`config.mk`:
```
export PLATFORM = sky130hd
export DESIGN_NAME = byte_ring_buffer_with_search_sum
export DESIGN_NICKNAME = d
export VERILOG_FILES = /design/src/rtl/brb_pkg.sv /design/src/rtl/brb_ram.sv /design/src/rtl/byte_ring_buffer_with_search_sum.sv
export VERILOG_INCLUDE_DIRS = /design/src /design/src/rtl
export SDC_FILE = /design/constraint.sdc
export NUM_CORES = 2
export LEC_CHECK = 0
export BUFFER_PORTS_ARGS = -buffer_cell sky130_fd_sc_hd__buf_2
export CAP_MARGIN = 20
export CORE_ASPECT_RATIO = 1.1
export CORE_MARGIN = 5
export CORE_UTILIZATION = 55
export DETAILED_ROUTE_END_ITERATION = 12
export MAX_ROUTING_LAYER = met4
export PLACE_DENSITY = 0.73
export SETUP_SLACK_MARGIN = 0.5
export SLEW_MARGIN = 10
export SYNTH_ARGS = -nofsm -noshare
export SYNTH_HDL_FRONTEND = slang
export SYNTH_SLANG_ARGS = --single-unit
```
`constraint.sdc`:
```
create_clock -name clk -period 5.8 [get_ports clk]
set_input_delay 0.58 -clock clk [delete_from_list [all_inputs] [get_ports clk]]
set_output_delay 0.58 -clock clk [all_outputs]
set_load 0.02 [all_outputs]
```
`src/rtl/assert_macros.svh`:
```
// Assertion macros shared by the RTL of the byte ring buffer.
// Included by every module that carries concurrent assertions.
`ifndef ASSERT_MACROS_SVH
`define ASSERT_MACROS_SVH
`ifndef SYNTHESIS
// Checked on the rising edge, switched off while reset is asserted.
`define BRB_ASSERT(lbl, clk, rst_n, prop, msg) \
	lbl: assert property (@(posedge clk) disable iff (!rst_n) (prop)) else $error(msg);
// Checked on every rising edge, reset included.
`define BRB_ASSERT_ALWAYS(lbl, clk, prop, msg) \
	lbl: assert property (@(posedge clk) (prop)) else $error(msg);
`else
`define BRB_ASSERT(lbl, clk, rst_n, prop, msg)
`define BRB_ASSERT_ALWAYS(lbl, clk, prop, msg)
`endif
`endif

```
`src/rtl/brb_pkg.sv`:
```
// Shared constants and opcode type for the byte ring buffer.
// No dependencies; imported by the top level.
`default_nettype none

package brb_pkg;

	localparam int DEPTH  = 256;
	localparam int AW     = $clog2(DEPTH);
	localparam int CW     = AW + 1;
	localparam int BYTE_W = 8;

	typedef enum logic [2:0] {
		OP_CLEAR    = 3'd0,
		OP_WRITE    = 3'd1,
		OP_READ     = 3'd2,
		OP_PEEK     = 3'd3,
		OP_SEARCH   = 3'd4,
		OP_CHECKSUM = 3'd5
	} op_t;

endpackage

`default_nettype wire

```
`src/rtl/brb_ram.sv`:
```
// Generic single-port synchronous RAM with a registered read.
// No dependencies; one instance holds the ring buffer bytes.
`default_nettype none

module brb_ram #(
	parameter int WIDTH = 8,
	parameter int DEPTH = 256
) (
	input  wire logic                       clk,
	input  wire logic                       we,
	input  wire logic [$clog2(DEPTH)-1:0]   addr,
	input  wire logic [WIDTH-1:0]           wdata,
	output logic      [WIDTH-1:0]           rdata
);

	logic [WIDTH-1:0] mem_q [DEPTH];
	logic [WIDTH-1:0] rdata_q;

	// write port and registered read share one address
	always_ff @(posedge clk) begin
		if (we) begin
			mem_q[addr] <= wdata;
		end
		rdata_q <= mem_q[addr];
	end

	assign rdata = rdata_q;

endmodule

`default_nettype wire

```
`src/rtl/byte_ring_buffer_with_search_sum.sv`:
```
// Sequence: clear, write and rejected ops go straight to the output state; read and peek
// pass through ST_WAIT for the RAM read; search and checksum walk ST_SCAN, one RAM read a cycle.
// One transaction in flight; s_tready returns once the result enters the output register,
// which waits in ST_OUT while the held output has not been taken.
// Reset (arst_n, async, active low) zeroes pointers and count; the byte RAM is not cleared,
// as only entries written since the last clear are ever read.
`default_nettype none
`include "assert_macros.svh"

module byte_ring_buffer_with_search_sum import brb_pkg::*; (
	input  wire logic        clk,
	input  wire logic        arst_n,
	input  wire logic        s_tvalid,
	output logic             s_tready,
	// [7:0] data_byte, [15:8] base_offset, [24:16] end_offset, [31:25] zero
	input  wire logic [31:0] s_tdata,
	// [2:0] opcode
	input  wire logic [2:0]  s_tuser,
	output logic             m_tvalid,
	input  wire logic        m_tready,
	// [7:0] out_byte, [15:8] found_offset, [24:16] fill_count, [31:25] zero
	output logic      [31:0] m_tdata,
	// [0] error_flag
	output logic      [0:0]  m_tuser
);

	typedef enum logic [1:0] {ST_IDLE, ST_WAIT, ST_SCAN, ST_OUT} state_t;

	state_t              state_q;
	logic [AW-1:0]       head_q, tail_q;
	logic [CW-1:0]       count_q;
	op_t                 op_q;
	logic [BYTE_W-1:0]   dbyte_q;
	logic [CW-1:0]       k_q, lim_q;
	logic                pend_s1;
	logic [AW-1:0]       koff_s1;
	logic                hit_q;
	logic [BYTE_W-1:0]   sum_q, obyte_q;
	logic [AW-1:0]       found_q;
	logic                err_q;
	logic                m_tvalid_q;
	logic [31:0]         m_tdata_q;
	logic [0:0]          m_tuser_q;

	logic                acc, full, empty, start_bad, span_bad, scan_go, out_ready;
	op_t                 in_op;
	logic [BYTE_W-1:0]   in_byte;
	logic [AW-1:0]       in_start;
	logic [CW-1:0]       in_end, start_ext;
	logic                ram_we;
	logic [AW-1:0]       ram_addr;
	logic [BYTE_W-1:0]   ram_rdata;

	// input decode and range checks
	always_comb begin
		acc       = s_tvalid && s_tready;
		in_op     = op_t'(s_tuser);
		in_byte   = s_tdata[7:0];
		in_start  = s_tdata[15:8];
		in_end    = s_tdata[24:16];
		start_ext = {1'b0, in_start};
		full      = (count_q == CW'(DEPTH));
		empty     = (count_q == '0);
		start_bad = (start_ext >= count_q);
		span_bad  = start_bad || (in_end > count_q) || (in_end <= start_ext);
		scan_go   = (state_q == ST_SCAN) && (k_q != lim_q) && !hit_q;
		out_ready = !m_tvalid_q || m_tready;
	end

	assign s_tready = (state_q == ST_IDLE);

	// RAM address: scan walk, else chosen by the incoming opcode
	always_comb begin
		ram_we = acc && (in_op == OP_WRITE);
		if (state_q == ST_SCAN) begin
			ram_addr = tail_q + k_q[AW-1:0];
		end else begin
			case (in_op)
				OP_WRITE: ram_addr = head_q;
				OP_READ:  ram_addr = tail_q;
				default:  ram_addr = tail_q + in_start;
			endcase
		end
	end

	brb_ram #(
		.WIDTH (BYTE_W),
		.DEPTH (DEPTH)
	) u_ram (
		.clk   (clk),
		.we    (ram_we),
		.addr  (ram_addr),
		.wdata (in_byte),
		.rdata (ram_rdata)
	);

	// sequencer, pointers and output register
	always_ff @(posedge clk or negedge arst_n) begin
		if (!arst_n) begin
			state_q    <= ST_IDLE;
			head_q     <= '0;
			tail_q     <= '0;
			count_q    <= '0;
			op_q       <= OP_CLEAR;
			dbyte_q    <= '0;
			k_q        <= '0;
			lim_q      <= '0;
			pend_s1    <= 1'b0;
			koff_s1    <= '0;
			hit_q      <= 1'b0;
			sum_q      <= '0;
			obyte_q    <= '0;
			found_q    <= '0;
			err_q      <= 1'b0;
			m_tvalid_q <= 1'b0;
			m_tdata_q  <= '0;
			m_tuser_q  <= '0;
		end else begin
			// scan issue stage
			pend_s1 <= scan_go;
			if (scan_go) begin
				k_q     <= k_q + CW'(1);
				koff_s1 <= k_q[AW-1:0];
			end

			// scan data stage: match or accumulate once read data lands
			if (pend_s1 && !hit_q) begin
				if (op_q == OP_SEARCH) begin
					if (ram_rdata == dbyte_q) begin
						hit_q   <= 1'b1;
						found_q <= koff_s1;
					end
				end else begin
					sum_q <= sum_q + ram_rdata;
				end
			end

			// output taken; a new result loaded in ST_OUT takes its place
			if (m_tvalid_q && m_tready && (state_q != ST_OUT)) begin
				m_tvalid_q <= 1'b0;
			end

			case (state_q)
				ST_IDLE: begin
					if (acc) begin
						op_q    <= in_op;
						dbyte_q <= in_byte;
						k_q     <= start_ext;
						hit_q   <= 1'b0;
						sum_q   <= '0;
						found_q <= '0;
						obyte_q <= '0;
						err_q   <= 1'b0;
						state_q <= ST_OUT;
						case (in_op)
							OP_CLEAR: begin
								head_q  <= '0;
								tail_q  <= '0;
								count_q <= '0;
							end
							OP_WRITE: begin
								head_q <= head_q + AW'(1);
								if (full) begin
									// overwrite oldest: tail follows, count stays
									tail_q <= tail_q + AW'(1);
									err_q  <= 1'b1;
								end else begin
									count_q <= count_q + CW'(1);
								end
							end
							OP_READ: begin
								if (empty) begin
									err_q <= 1'b1;
								end else begin
									tail_q  <= tail_q + AW'(1);
									count_q <= count_q - CW'(1);
									state_q <= ST_WAIT;
								end
							end
							OP_PEEK: begin
								if (start_bad) begin
									err_q <= 1'b1;
								end else begin
									state_q <= ST_WAIT;
								end
							end
							OP_SEARCH: begin
								if (start_bad) begin
									err_q <= 1'b1;
								end else begin
									lim_q   <= count_q;
									state_q <= ST_SCAN;
								end
							end
							OP_CHECKSUM: begin
								if (span_bad) begin
									err_q <= 1'b1;
								end else begin
									lim_q   <= in_end;
									state_q <= ST_SCAN;
								end
							end
							default: begin
								err_q <= 1'b1;
							end
						endcase
					end
				end
				ST_WAIT: begin
					obyte_q <= ram_rdata;
					state_q <= ST_OUT;
				end
				ST_SCAN: begin
					// done once the walk ends or a match is in, with no read in flight
					if (!pend_s1 && ((k_q == lim_q) || hit_q)) begin
						if (op_q == OP_SEARCH) begin
							err_q <= !hit_q;
						end else begin
							obyte_q <= sum_q;
						end
						state_q <= ST_OUT;
					end
				end
				ST_OUT: begin
					if (out_ready) begin
						m_tdata_q  <= {7'b0, count_q, found_q, obyte_q};
						m_tuser_q  <= err_q;
						m_tvalid_q <= 1'b1;
						state_q    <= ST_IDLE;
					end
				end
				default: begin
					state_q <= ST_IDLE;
				end
			endcase
		end
	end

	assign m_tvalid = m_tvalid_q;
	assign m_tdata  = m_tdata_q;
	assign m_tuser  = m_tuser_q;

	`BRB_ASSERT(a_count_max, clk, arst_n, count_q <= CW'(DEPTH), "fill count above depth")
	`BRB_ASSERT(a_ptr_gap, clk, arst_n, head_q == tail_q + count_q[AW-1:0], "head, tail and count disagree")
	`BRB_ASSERT(a_pend_scan, clk, arst_n, !pend_s1 || state_q == ST_SCAN || state_q == ST_OUT, "scan read outside a scan")
	`BRB_ASSERT(a_full_write, clk, arst_n, (acc && in_op == OP_WRITE && full) |=> (count_q == CW'(DEPTH)), "full write changed count")

endmodule

`default_nettype wire
```
After elaboration in Yosys (flattened, before gate mapping)
Memory sizes are Yosys's and may differ from the RTL's. A register that Yosys moved wholly into a read port is not among the register bits. Index checks and enable logic that the tools add are counted.

Flip-flop bits (word level): 118. RAM bits: 2048. Bits of input ports: 39. Output and inout port bits: 35. Logic and storage cells: 143. Memories kept: 1.

Memory list: u_ram.mem_q (depth 256, bits a word 8, read ports 1, clocked after memory_dff 1, write ports 1, RTL line brb_ram.sv:16) `logic [WIDTH-1:0] mem_q [DEPTH];`.

$add $sub $neg: 8. $lt $le $gt $ge: 3. Equal/unequal tests: 24. Muxes and demuxes: 56. Reduce and logical (&&, ||, !) cells: 33.

Operators by type and width (count): $mux 8 (15); $mux 9 (7); $pmux 8 s3 (2); $pmux 8 s2 (2); $pmux 9 s3 (1); $add 8x8->8 (3); $mux 1 (19); $add 9x1->9 const B (2); $pmux 9 s2 (1); $add 8x1->8 const B (2); $ne 2x2->1 const B (8); $pmux 2 s4 (2); $reduce_and 5->1 (3); $mux 2 (5); $eq 3x3->1 const B (3); $eq 9x9->1 (1); $eq 9x9->1 const B (1); $ge 8x9->1 (1); $gt 9x9->1 (1); $le 9x8->1 (1); $logic_not 9->1 (1); $ne 9x9->1 (1); $sub 9x1->9 const B (1); $eq 8x8->1 (1); 18 further kinds (40).

Logic depth before layout (Yosys ltp)
Word-level depth: 7. Depth in mapped cells: 19. Gate-level depth less buffers: 14.

Cells and area by module
From an unflattened synthesis, not the netlist that was laid out.

Cells, all modules: 4319. Area, all modules: 85908.6 um2.

Modules (own cells, without submodules): brb_ram (instances 1, cells each 3547, area an instance 78492.8 um2, sequential area each 61659.1 um2); byte_ring_buffer_with_search_sum (instances 1, cells each 772, area an instance 7415.9 um2, sequential area each 2952.8 um2).

Least setup slack after synthesis
No wires, ideal clock.

Kind: input port to flip-flop. Start: in s_tdata[8]. End: mem u_ram.mem_q[137][0] (enable). Setup time: 0.370 ns. Arrival: 4.030 ns. Required time: 5.430 ns. Setup slack: 1.400 ns. Stages on the path: 16. Buffers on the path: 8. Cells stage by stage: ha_1 fa_1 xnor2_2 a21boi_1 buf_2 o31ai_4 buf_2 buf_2 buf_2 buf_2 buf_2 buf_2 nor2_1 nand2_1 buf_2 nor2_1.

Cells in the longest elaborated chain, start to end: 3.

Ends and longest elaborated chain: start, declared (RTL line byte_ring_buffer_with_search_sum.sv:16) `input wire logic [31:0] s_tdata,`; $add 8x8->8 (RTL line byte_ring_buffer_with_search_sum.sv:81) `default: ram_addr = tail_q + in_start;`; $pmux 8 s2 (RTL line byte_ring_buffer_with_search_sum.sv:78) `case (in_op)`; $mux 8 (RTL line byte_ring_buffer_with_search_sum.sv:75) `if (state_q == ST_SCAN) begin`; end, declared (RTL line brb_ram.sv:16).

No other way between the ends.

Worst setup path in the final report
Start: reg k_q[0]. End: reg u_ram.rdata_q[5], in the netlist u_ram.rdata[5], read port of u_ram.mem_q.

Cells in the longest elaborated chain, start to end: 2.

Ends and longest elaborated chain: start, declared (RTL line byte_ring_buffer_with_search_sum.sv:34) `logic [CW-1:0] k_q, lim_q;`; start signal, assigned (RTL line byte_ring_buffer_with_search_sum.sv:122) `k_q <= k_q + CW'(1);`; start signal, assigned (RTL line byte_ring_buffer_with_search_sum.sv:148) `k_q <= start_ext;`; $add 8x8->8 (RTL line byte_ring_buffer_with_search_sum.sv:76) `ram_addr = tail_q + k_q[AW-1:0];`; $mux 8 (RTL line byte_ring_buffer_with_search_sum.sv:75); end, declared (RTL line brb_ram.sv:17) `logic [WIDTH-1:0] rdata_q;`.

No other way between the ends. A chain may end at the register's enable or synchronous reset.

==> metrics.md <==
| Metric | Value |
|---|---|
| Via/cell ratio | `6.71` |
| Gate Count Post-Synth | `6,889` |
| P_leak | `36.2 nW` |
| R2r setup slk | `520 ps` |
| Final setup fails | `0` |
| Clk sinks | `2,174` |
| Pwr dens | `571 mW/mm2` |
| Crit path max fanout | `47` |
| Clk_lat worst skew | `890 ps` |
| # fillers | `12,000` |
| Critical path required time | `6550 ps` |
| Max cap viols | `0` |
| Main synth FF type | `edfxtp_1` |
| Post-route core utilization | `0.622` |
| Vias in the first global route | `61,500` |
| Distinct cells, synth | `90` |
| H-tree depth | `4` |
| #FFs+latches synth | `2,174` |
| Fraction of registers with async set/reset | `0.0543` |
| PortBufs | `59` |
| Register area | `0.0646 mm2` |
| Share of layout cells above drive strength 1 | `0.146` |
| Post-route clock skew | `40.0 ps` |
| Highest Clock Rate | `0.189 GHz` |
| CTS root buf | `clkbuf_16` |
| Clock buffer count from CTS | `206` |
| Clk buf depth | `3` |
| Startpoint types | `flip-flop` |
| First-pass GRT wire length | `417 mm` |
| CTS tree | `built` |
| Area grow syn2layout | `12.5%` |
| Final Hold Slack | `68.6 ps` |
| Final net count | `7,198` |
| Core area | `0.169 mm2` |
| Yosys warns | `0` |
| Min Tclk post-route | `5280 ps` |
| Overall via count from detail_route | `64,000` |
| Drt pass-1 iters | `8` |
| Slew HR | `0.127` |
| Largest net degree at the start of global routing | `180` |
| Hpwl dp | `180 mm` |
| Fin crit share | `0.911` |
| Max VDD drop | `689 uV` |
| Total track usage | `0.327` |
| Overflow left after global routing | `0` |
| Worst hold path type | `input port to flip-flop` |
| Post-synthesis cell area | `0.0932 mm2` |
| DR iter-0 viols | `10,000` |
| Unrepaired setup endpoints after global routing | `true` |
| Number of synthesized flops with an enable pin | `2,048` |
| DRT antenna net count | `0` |
| Register area share after synthesis | `0.693` |
| Fin. Hold Viols | `0` |
| DRT Wirelength | `288 mm` |
| Wire per inst | `30.2 um` |
| Setup crit end kind | `flip-flop` |
| IO Count | `74` |
| Die area | `0.178 mm2` |
| Avg Inst Size Synth | `13.5 um2` |
| GP Congestion | `0.962` |
| Total power | `59.9 mW` |
| Starting Density | `0.553` |
| Crit path largest cell delay | `690 ps` |
| DRC viols | `0` |
| Antenna violations before repair | `15` |
| Crit path arrival time | `6030 ps` |
| Cell Rows | `158` |
| Worst-Margin Slew | `1310 ps` |
| Slew Limit Fails | `0` |
| Status | `completed` |
| Area of the multi-input gates | `0.0266 mm2` |
| Crit path kind | `flip-flop to flip-flop` |
| Critical Path Slowest Stage Cell | `o41ai_2` |
| Die X | `403 um` |
| Die Span Y | `442 um` |
| Setup Total Neg Slack | `0 ps` |
| Clk slew on worst S/H paths | `70 ps` |
| Crit-path cells | `ha_1 > fa_1 > xor2_4 > nand2_1 > buf_4 > o31a_2 > buf_12 > or4_1 > a31oi_1 > nor4_1 > o41ai_2 > o211ai_1 > a2111o_1 > or3_1` |
| Post-CTS setup buffer count | `0` |
## metrics by stage
step / instance area [um2] / cells / setup WS [ps]
finish: 105000 / 9529 / 518
global route: 105000 / 9525 / 460
CTS: 105000 / 9506 / 601
detailed placement: 98000 / 9118 / 54.0
global placement: 98000 / 9116 / 126
floorplan: 93200 / 6895 / 1400
## synth_stat cells, drive strengths merged (19+ instances only)
master | n | area (um2)
a211oi | 39 | 298
a21oi | 257 | 1290
a22o | 37 | 324
a22oi | 56 | 420
a311oi | 74 | 654
a31oi | 109 | 688
a32oi | 47 | 412
and3 | 131 | 820
buf | 265 | 1350
clkbuf | 211 | 792
dfrtp | 118 | 2950
edfxtp | 2048 | 61500
ha | 60 | 751
inv | 38 | 143
mux2 | 72 | 811
mux2i | 173 | 1730
mux4 | 172 | 3870
nand2 | 1434 | 5380
nand3 | 493 | 2470
nand4 | 98 | 613
nor2 | 342 | 1300
nor3 | 46 | 230
nor4 | 19 | 119
o211ai | 63 | 473
o21ai | 103 | 519
o22ai | 28 | 175
o311ai | 23 | 201
o31ai | 20 | 164
xnor2 | 26 | 235
xor2 | 24 | 218
## logic make-up (layout without fill, tap and decap cells)
| kind of cell | after synthesis | in the layout | synth area share |
|---|---|---|---|
| and+or+nand+nor | 2650 | 2650 | 0.124 |
| DFF | 2174 | 2174 | 0.693 |
| adders and majority gates | 64 | 64 | 0.00891 |
| xor gates and xnor gates | 50 | 50 | 0.00486 |
| other | 1 | 27 | 0.0000402 |
| muxes | 417 | 417 | 0.0688 |
| AOI/OAI and AO/OA | 1019 | 1019 | 0.0758 |
| buffers and inverters | 514 | 888 | 0.0245 |
## per-layer routing
metal | vias up | global-route usage | wire [um]
met5 | - | - | 0
met4 | 0 | 0.209 | 21700
met3 | 1020 | 0.0812 | 36900
met2 | 4822 | 0.480 | 131000
met1 | 31400 | 0.410 | 98600
li1 | 26700 | - | -
## layout make-up
type,count,area share
timing repair buffer,468,0.0377
multi-input combinational,4207,0.254
clock inverter,134,0.0129
sequential,2174,0.616
inverter,38,0.00141
tap,2240,0.0267
antenna,20,0.000477
clock buffer,248,0.0511
## placed cells by master (no fill, tap or decap), types with 56 or more instances in the layout
cell       netlist  layout
dfrtp_1        118     118
a311oi_1        73      73
o211ai_1        63      63
a21oi_1        257     255
a22oi_1         56      56
and3_1         131     131
mux2i_1        173     173
mux4_2         172     172
nand2_1       1434    1432
o21ai_0         95      95
buf_4           34     360
edfxtp_1      2048    2048
clkbuf_16        0     207
nor2_1         340     333
a31oi_1        108     107
nand3_1        493     492
mux2_2          70      70
nand4_1         98      98
ha_1            60      59
## critical path, delay by kind of cell (launching register included)
kind	cells	cell delay, ps
adder cells (fa/ha/maj)	2	840
flip-flops	1	490
XOR/XNOR	1	270
buffers and inverters	2	470
AND/OR/NAND/NOR	4	1000
AO/OA/AOI/OAI	5	2030
## report_power, final
part	internal (mW)	switching [mW]
registers	17.5	0.377
clock network	7.55	5.94
logic	9.25	19.3
## flip-flops by register name, indices dropped and copies added (netlist names), 2 cells and up
| name | cells |
|---|---|
| op_q | 3 |
| found_q | 8 |
| tail_q | 8 |
| u_ram.mem_q | 2048 |
| head_q | 8 |
| lim_q | 9 |
| m_tdata | 25 |
| sum_q | 8 |
| dbyte_q | 8 |
| u_ram.rdata | 8 |
| state_q | 2 |
| obyte_q | 8 |
| count_q | 9 |
| koff_s1 | 8 |
| k_q | 9 |
## final timing paths
path | from | to | depth (start not counted)
hold reg to reg | op_q[0]$_DFFE_PN0P_ | op_q[0]$_DFFE_PN0P_ | 2
hold / removal | s_tdata[12] | k_q[4]$_DFF_PN0_ | 3
setup / recovery | k_q[0]$_DFF_PN0_ | u_ram.rdata[5]$_DFF_P_ | 14
min in group asynchronous | arst_n | m_tdata[12]$_DFFE_PN0P_ | 2
setup reg to reg | k_q[0]$_DFF_PN0_ | u_ram.rdata[5]$_DFF_P_ | 14
max in group asynchronous | arst_n | count_q[5]$_DFFE_PN0P_ | 3
## what timing repair did
| item | 4_1_cts | 5_1_grt |
|---|---|---|
| endpoints found under the hold margin | 63 | 0 |
| pin swaps | 0 | 1 |
| hold buffers | 6 | 0 |
| setup endpoints to repair | 2 | 52 |
| gates resized for setup | 2 | 8 |
(Power assumes the default switching activity.)
